===== src/sv/lrl_pkg.sv =====
// Shared types and constants for the LRU recency list unit.
package lrl_pkg;

  localparam int KEY_W  = 32;
  localparam int CFG_W  = 4;
  localparam int HPOS_W = 3;

  // Active capacity after reset.
  localparam logic [CFG_W-1:0] CAP_RESET = 4'd8;

  // Controller states, one-hot.
  typedef enum logic [2:0] {
    ST_IDLE = 3'b001,
    ST_CMP  = 3'b010,
    ST_UPD  = 3'b100
  } lrl_state_t;

  // Commands from the controller to the datapath.
  typedef struct packed {
    logic load_key;
    logic compare;
    logic update;
  } lrl_cmd_t;

endpackage


===== src/sv/lru_recency_list_unit.sv =====
// Top level of the LRU recency list unit.
//
//   Channel   Handshake               Payload
//   input     start / busy            in_key
//   result    out_valid (strobe)      out_hit, out_hit_position, out_evicted, out_evicted_key
//   config    cfg_valid / cfg_ready   cfg_data (active capacity)
//
// A request passes through a compare stage and then an update stage, and a new request
// can be taken during update; busy is high only during compare.
// The result strobe is registered from the update stage and lasts one cycle.
// The receiver cannot stall; the result registers are reloaded by the next update.
// rst_n is synchronous: the list empties and active capacity returns to 8.
module lru_recency_list_unit
  import lrl_pkg::*;
#(
  parameter int CAPACITY = 8
) (
  input  logic                    clk,
  input  logic                    rst_n,
  input  logic                    start,
  output logic                    busy,
  input  logic signed [KEY_W-1:0] in_key,
  output logic                    out_valid,
  output logic                    out_hit,
  output logic       [HPOS_W-1:0] out_hit_position,
  output logic                    out_evicted,
  output logic signed [KEY_W-1:0] out_evicted_key,
  input  logic                    cfg_valid,
  output logic                    cfg_ready,
  input  logic        [CFG_W-1:0] cfg_data
);

  lrl_cmd_t cmd;

  // The capacity register takes a write in any cycle.
  assign cfg_ready = 1'b1;

  lrl_ctrl u_ctrl (
    .clk   (clk),
    .rst_n (rst_n),
    .start (start),
    .busy  (busy),
    .cmd   (cmd)
  );

  lrl_datapath #(
    .CAPACITY (CAPACITY)
  ) u_dp (
    .clk              (clk),
    .rst_n            (rst_n),
    .cmd              (cmd),
    .in_key           (in_key),
    .cfg_valid        (cfg_valid && cfg_ready),
    .cfg_data         (cfg_data),
    .out_valid        (out_valid),
    .out_hit          (out_hit),
    .out_hit_position (out_hit_position),
    .out_evicted      (out_evicted),
    .out_evicted_key  (out_evicted_key)
  );

endmodule


===== src/sv/lrl_ctrl.sv =====
// Controller state machine for the LRU recency list unit.
module lrl_ctrl
  import lrl_pkg::*;
(
  input  logic     clk,
  input  logic     rst_n,
  input  logic     start,
  output logic     busy,
  output lrl_cmd_t cmd
);

  lrl_state_t state_r, state_nxt;
  logic       accept;

  // A request is taken whenever the compare stage is free.
  assign busy   = (state_r == ST_CMP);
  assign accept = start && !busy;

  // Next state: compare, then update; a new request may enter during update.
  always_comb begin
    state_nxt = state_r;
    case (state_r)
      ST_IDLE: begin
        if (accept) state_nxt = ST_CMP;
      end
      ST_CMP: begin
        state_nxt = ST_UPD;
      end
      ST_UPD: begin
        state_nxt = accept ? ST_CMP : ST_IDLE;
      end
      default: begin
        state_nxt = ST_IDLE;
      end
    endcase
  end

  always_ff @(posedge clk) begin
    if (!rst_n) begin
      state_r <= ST_IDLE;
    end else begin
      state_r <= state_nxt;
    end
  end

  // Commands to the datapath.
  always_comb begin
    cmd.load_key = accept;
    cmd.compare  = (state_r == ST_CMP);
    cmd.update   = (state_r == ST_UPD);
  end

endmodule


===== src/sv/lrl_datapath.sv =====
// Datapath of the LRU recency list unit: key list, compare and shift logic.
module lrl_datapath
  import lrl_pkg::*;
#(
  parameter int CAPACITY = 8
) (
  input  logic                    clk,
  input  logic                    rst_n,
  input  lrl_cmd_t                cmd,
  input  logic signed [KEY_W-1:0] in_key,
  input  logic                    cfg_valid,
  input  logic        [CFG_W-1:0] cfg_data,
  output logic                    out_valid,
  output logic                    out_hit,
  output logic       [HPOS_W-1:0] out_hit_position,
  output logic                    out_evicted,
  output logic signed [KEY_W-1:0] out_evicted_key
);

  localparam int IW = (CAPACITY > 1) ? $clog2(CAPACITY) : 1;
  localparam int CW = $clog2(CAPACITY + 1);
  localparam int NW = (CW > CFG_W) ? CW : CFG_W;

  logic [KEY_W-1:0] entries_r [CAPACITY];
  logic [KEY_W-1:0] key_r;
  logic [CFG_W-1:0] cap_r;
  logic [CW-1:0]    fill_r;
  logic [CAPACITY-1:0] match_r;
  logic             full_r;
  logic [IW-1:0]    last_r;

  logic [NW-1:0]    cap_ext;
  logic [CW-1:0]    cap_eff;
  logic [CW-1:0]    cap_m1;
  logic [CW-1:0]    fill_clamp;
  logic             full_c;
  logic [IW-1:0]    last_c;
  logic [CAPACITY-1:0] match_c;

  logic             hit;
  logic [CAPACITY-1:0] first;
  logic [CAPACITY-1:0] therm;
  logic [IW-1:0]    pos;
  logic [IW+2:0]    pos_ext;

  logic             out_valid_r;
  logic             out_hit_r;
  logic [HPOS_W-1:0] out_hpos_r;
  logic             out_evicted_r;
  logic [KEY_W-1:0] out_evkey_r;

  // Effective capacity: zero acts as one, values above CAPACITY saturate.
  always_comb begin
    cap_ext = NW'(cap_r);
    if (cap_ext == '0) cap_ext = NW'(1);
    if (cap_ext > NW'(CAPACITY)) cap_ext = NW'(CAPACITY);
    cap_eff    = cap_ext[CW-1:0];
    cap_m1     = cap_eff - CW'(1);
    fill_clamp = (fill_r > cap_eff) ? cap_eff : fill_r;
    full_c     = (fill_clamp >= cap_eff);
    last_c     = full_c ? cap_m1[IW-1:0] : fill_clamp[IW-1:0];
  end

  // Parallel compare of the key against every valid rank.
  always_comb begin
    for (int i = 0; i < CAPACITY; i++) begin
      match_c[i] = (CW'(i) < fill_clamp) && (entries_r[i] == key_r);
    end
  end

  // Lowest matching rank, and the ranks that shift down by one.
  always_comb begin
    hit   = |match_r;
    first = match_r & (~match_r + {{(CAPACITY-1){1'b0}}, 1'b1});
    for (int i = 0; i < CAPACITY; i++) begin
      therm[i] = (IW'(i) <= last_r);
    end
    if (hit) therm = first | (first - {{(CAPACITY-1){1'b0}}, 1'b1});
    pos = '0;
    for (int i = 0; i < CAPACITY; i++) begin
      if (first[i]) pos = pos | IW'(i);
    end
    pos_ext = {3'b000, pos};
  end

  // Configuration register and control-side registers.
  always_ff @(posedge clk) begin
    if (!rst_n) begin
      cap_r       <= CAP_RESET;
      fill_r      <= '0;
      out_valid_r <= 1'b0;
    end else begin
      if (cfg_valid) cap_r <= cfg_data;
      if (cmd.compare) fill_r <= fill_clamp;
      if (cmd.update && !hit && !full_r) fill_r <= fill_r + CW'(1);
      out_valid_r <= cmd.update;
    end
  end

  // Key capture, compare results and the result registers.
  always_ff @(posedge clk) begin
    if (cmd.load_key) key_r <= $unsigned(in_key);
    if (cmd.compare) begin
      match_r <= match_c;
      full_r  <= full_c;
      last_r  <= last_c;
    end
    if (cmd.update) begin
      out_hit_r     <= hit;
      out_hpos_r    <= hit ? pos_ext[HPOS_W-1:0] : '0;
      out_evicted_r <= !hit && full_r;
      out_evkey_r   <= (!hit && full_r) ? entries_r[last_r] : '0;
    end
  end

  // Recency list: ranks up to the moved or last rank shift down, key enters at front.
  always_ff @(posedge clk) begin
    if (cmd.update) begin
      entries_r[0] <= key_r;
      for (int i = 1; i < CAPACITY; i++) begin
        if (therm[i]) entries_r[i] <= entries_r[i-1];
      end
    end
  end

  assign out_valid        = out_valid_r;
  assign out_hit          = out_hit_r;
  assign out_hit_position = out_hpos_r;
  assign out_evicted      = out_evicted_r;
  assign out_evicted_key  = $signed(out_evkey_r);

endmodule


===== config.mk =====
export PLATFORM = sky130hd
export DESIGN_NAME = lru_recency_list_unit
export DESIGN_NICKNAME = d
export VERILOG_FILES = /design/src/sv/lrl_pkg.sv /design/src/sv/lru_recency_list_unit.sv /design/src/sv/lrl_ctrl.sv /design/src/sv/lrl_datapath.sv
export SDC_FILE = /design/constraint.sdc
export NUM_CORES = 1
export LEC_CHECK = 0
export BUFFER_PORTS_ARGS = -buffer_cell sky130_fd_sc_hd__buf_4
export CAP_MARGIN = 10
export CELL_PAD_IN_SITES_DETAIL_PLACEMENT = 1
export CELL_PAD_IN_SITES_GLOBAL_PLACEMENT = 1
export CORE_AREA = 2 2 184 186
export DETAILED_ROUTE_END_ITERATION = 16
export DIE_AREA = 0 0 186 188
export HOLD_SLACK_MARGIN = 0.15
export PLACE_DENSITY_LB_ADDON = 0.1
export REMOVE_ABC_BUFFERS = 1
export SLEW_MARGIN = 20
export SYNTH_ARGS = -nofsm -noshare
export SYNTH_HDL_FRONTEND = slang
export SYNTH_SLANG_ARGS = --single-unit

===== constraint.sdc =====
create_clock -name clk -period 15.01 [get_ports clk]
set_input_delay 3.002 -clock clk [delete_from_list [all_inputs] [get_ports clk]]
set_output_delay 3.002 -clock clk [all_outputs]
set_load 0.005 [all_outputs]

==> flow_summary_export.csv <==
group,metric,value,unit
outcome,status,"complete, no violations",
synth,synthFlopType,"edfxtp_1",
drt,drc,0,
synth,synth_top_area_share,62.4,%
synth,avgSynthCellArea,15.8,um2
clock_tree,insertion_delay,0.52,ns
layout,nets,1149,
drt,via_per_inst,6.04,
critical_path,cp.arrival,1.87,ns
grt,antenna_found_initial,2,
sta,fin_hold_ws,0.474,ns
critical_path,cp-start-kind,"flip-flop",
synth,synth_edf_count,337,
synth,yosys_warnings,0,
pwr,ir_worst_vdd,0.0890,mV
clock_tree,cts_tree,"built",
min_path,min_path_type,"reg -> reg",
clock_tree,htreeDepth,2,
floorplan,core,33100,um2
synth,ys_ff_latch,349,
grt,grt_pass1_wl,68.4,mm
floorplan,io-pin-count,80,
clock_tree,cts.sinks,349,
synth,synthTopCellsByArea,"edfxtp_1 62%, mux4_2 8.9%, xor2_1 7.1%",
sta,fmax,0.205,GHz
clock_tree,cts_resized,0,
critical_path,crit_path_max_fanout,17,
layout,drive_gt1_share,19.6,%
floorplan,num_rows,67,
clock_tree,cts_buffers,40,
clock_tree,clockBufferDepth,3,
clock_tree,cts_hold_buf,0,
synth,synthesis.area,16200,um2
sta,rsz0062_at_grt,"no",
layout,syn_to_final_growth,13.5,%
floorplan,fp.dieW,186,um
placement,dp.final_hpwl,32.2,mm
sta,hold_viol,0,
pwr,power_density,112,nW/um2
placement,dp.cells,1505,
drt,final_antenna_net_count,0,
sta,clock_skew,0.0148,ns
placement,io_buffers,78,
synth,async_reset_ff_share,0,%
grt,grt-ovfl-total,0,
synth,netlist.top_cell.by_area,"edfxtp_1",
grt,gr-usage-all-layers,27.6,%
floorplan,die_h,188,um
synth,synth_cells,1025,
clock_tree,clkSlewWorstSetupHoldPaths,0.05,ns
sta,finalSetupTns,0,ns
critical_path,critPathKind,"reg -> out",
job,drv_cap,0,
sta,slew_violations,0,
synth,yosysUniqueCellTypes,48,
sta,post-route-min-period,4.88,ns
floorplan,die_area,35000,um2
placement,dp_slack,10.61,ns
sta,finalWorstSetupSlack,10.13,ns
drt,detail_route.first_pass.iterations,6,
drt,vias,9475,
synth,synth-seq-area-share,63.9,%
clock_tree,root_buffer,"clkbuf_16",
sta,fin_crit_sh,32.5,%
sta,relSlewSlack,21.8,%
placement,place.gp.congestion,0.890,
critical_path,end_kind,"output port",
grt,grt_max_degree,68,
critical_path,cp.required,12.01,ns
grt,grt_pass1_vias,9739,
clock_tree,cts_setup_buffers,0,
pwr,p_total,2.06,mW
sta,finalSetupViolCount,0,
layout,diodes,0,
drt,wirelength,47.2,mm
drt,wl_per_cell,30.1,um
drt,drt-initial-drc-count,952,
layout,fill_cells,3064,
floorplan,start_util,49.0,%
layout,final_cells,1568,
pwr,power_leakage,5.99,nW
sta,tightest_slew,1.17,ns
-- metrics by stage --
step	util [%]	instance area [um2]
2_1_floorplan	-	16000
3_3_place_gp	52.2	17300
3_5_place_dp	52.2	17300
4_1_cts	55.6	18400
5_1_grt	55.6	18400
6_report	55.6	18400
-- sequential cells by signal, summed over array words and instances, names as in the netlist, 4 cells and up --
register              cells
u_dp.entries_r          256
u_dp.key_r               32
u_dp.match_r              8
u_dp.out_evicted_key     32
u_dp.cap_r                4
u_dp.fill_r               4
-- per-layer routing --
layer	GRT usage, %	part of all wire, %	up-vias
met5	0	0.053	-
met4	7.36	2.7	4
met3	6.74	7.7	72
met2	43.0	47	377
met1	38.9	42	4966
li1	-	-	4056
-- layout make-up --
type,count,area [um2],share of cell area (%)
Clock buffer,54,1070,5.84
Clock inverter,9,40.0,0.218
Inverter,14,53.8,0.292
Multi-Input combinational cell,601,5610,30.5
Sequential cell,349,10400,56.3
Tap cell,448,561,3.05
Timing Repair Buffer,93,698,3.80
-- final timing paths --
kind	slack, ns	end	depth (start not counted)	startpoint
worst max register to register	10.86	u_dp.last_r[2]	12	u_dp.cap_r[3]
worst max-delay path	10.13	busy	4	u_ctrl.state_r[2]
worst min-delay path	0.47	u_ctrl.state_r[1]	1	u_ctrl.state_r[1]
worst min register to register	0.47	u_ctrl.state_r[1]	1	u_ctrl.state_r[1]
-- cells in the final DEF, fill, tap and decap left out, types with 2 or more instances in the layout --
cell / instances
clkinv_2: 3
buf_4: 93
o211ai_1: 4
and2_1: 3
a21oi_1: 9
mux4_2: 64
and3_1: 2
o311a_1: 2
clkinv_1: 6
a211oi_4: 2
clkbuf_16: 41
nor2b_1: 3
or4_4: 2
mux2_2: 2
edfxtp_1: 337
a211oi_1: 6
o21ai_0: 6
a311oi_1: 3
dfxtp_1: 12
xor2_1: 132
clkbuf_1: 13
xnor2_1: 125
nor2_4: 2
a2111oi_0: 2
nand2_1: 12
mux2i_1: 37
nor2_1: 55
nor3_1: 10
a32oi_1: 2
inv_1: 12
nor4_1: 44
ha_1: 10
nand4_1: 41
-- power breakdown --
| group | internal, mW | switching [mW] | leakage (nW) | total, mW |
|---|---|---|---|---|
| Sequential | 1.06 | 0.0243 | 3.13 | 1.09 |
| Combinational | 0.0412 | 0.0549 | 2.32 | 0.0961 |
| Clock | 0.496 | 0.378 | 0.538 | 0.873 |
-- cell families (layout without fill, tap and decap cells) --
family          Yosys count  after routing  share of synthesized area [%]
flops                   349            349                           63.9
simple gates            184            184                           6.25
buf+inv                  75            170                           1.86
mux                     103            103                           11.3
other cells               1              1                         0.0231
fa+ha+maj                10             10                          0.772
xor+xnor                257            257                           13.9
compound gates           46             46                           2.00
-- worst max-delay path, stage by stage (launching register included) --
cell     delay, ns
dfxtp_1       0.32
nor2_1        0.10
nand2_1       0.20
inv_1         0.52
buf_4         0.21
-- cell usage after synthesis, types with 2 or more instances --
cell and n:
a21oi_1 10, o211ai_1 4, mux2i_1 37, xor2_1 132, nor2_1 56, a2111oi_0 2, a32oi_1 2, nor2b_1 3
buf_2 10, and3_1 2, xnor2_1 125, or4_4 2, nor4_1 45, nor3b_1 2, mux4_2 64, nand4_1 41
a211oi_1 8, clkbuf_1 46, mux2_2 2, nand2_1 12, o311a_1 3, inv_1 13, dfxtp_1 12, buf_4 2
a311oi_1 3, ha_1 10, nor3_1 10, buf_1 3, and2_1 4, edfxtp_1 337, o21ai_0 6
Note: power is estimated with default switching activity, not from simulation.
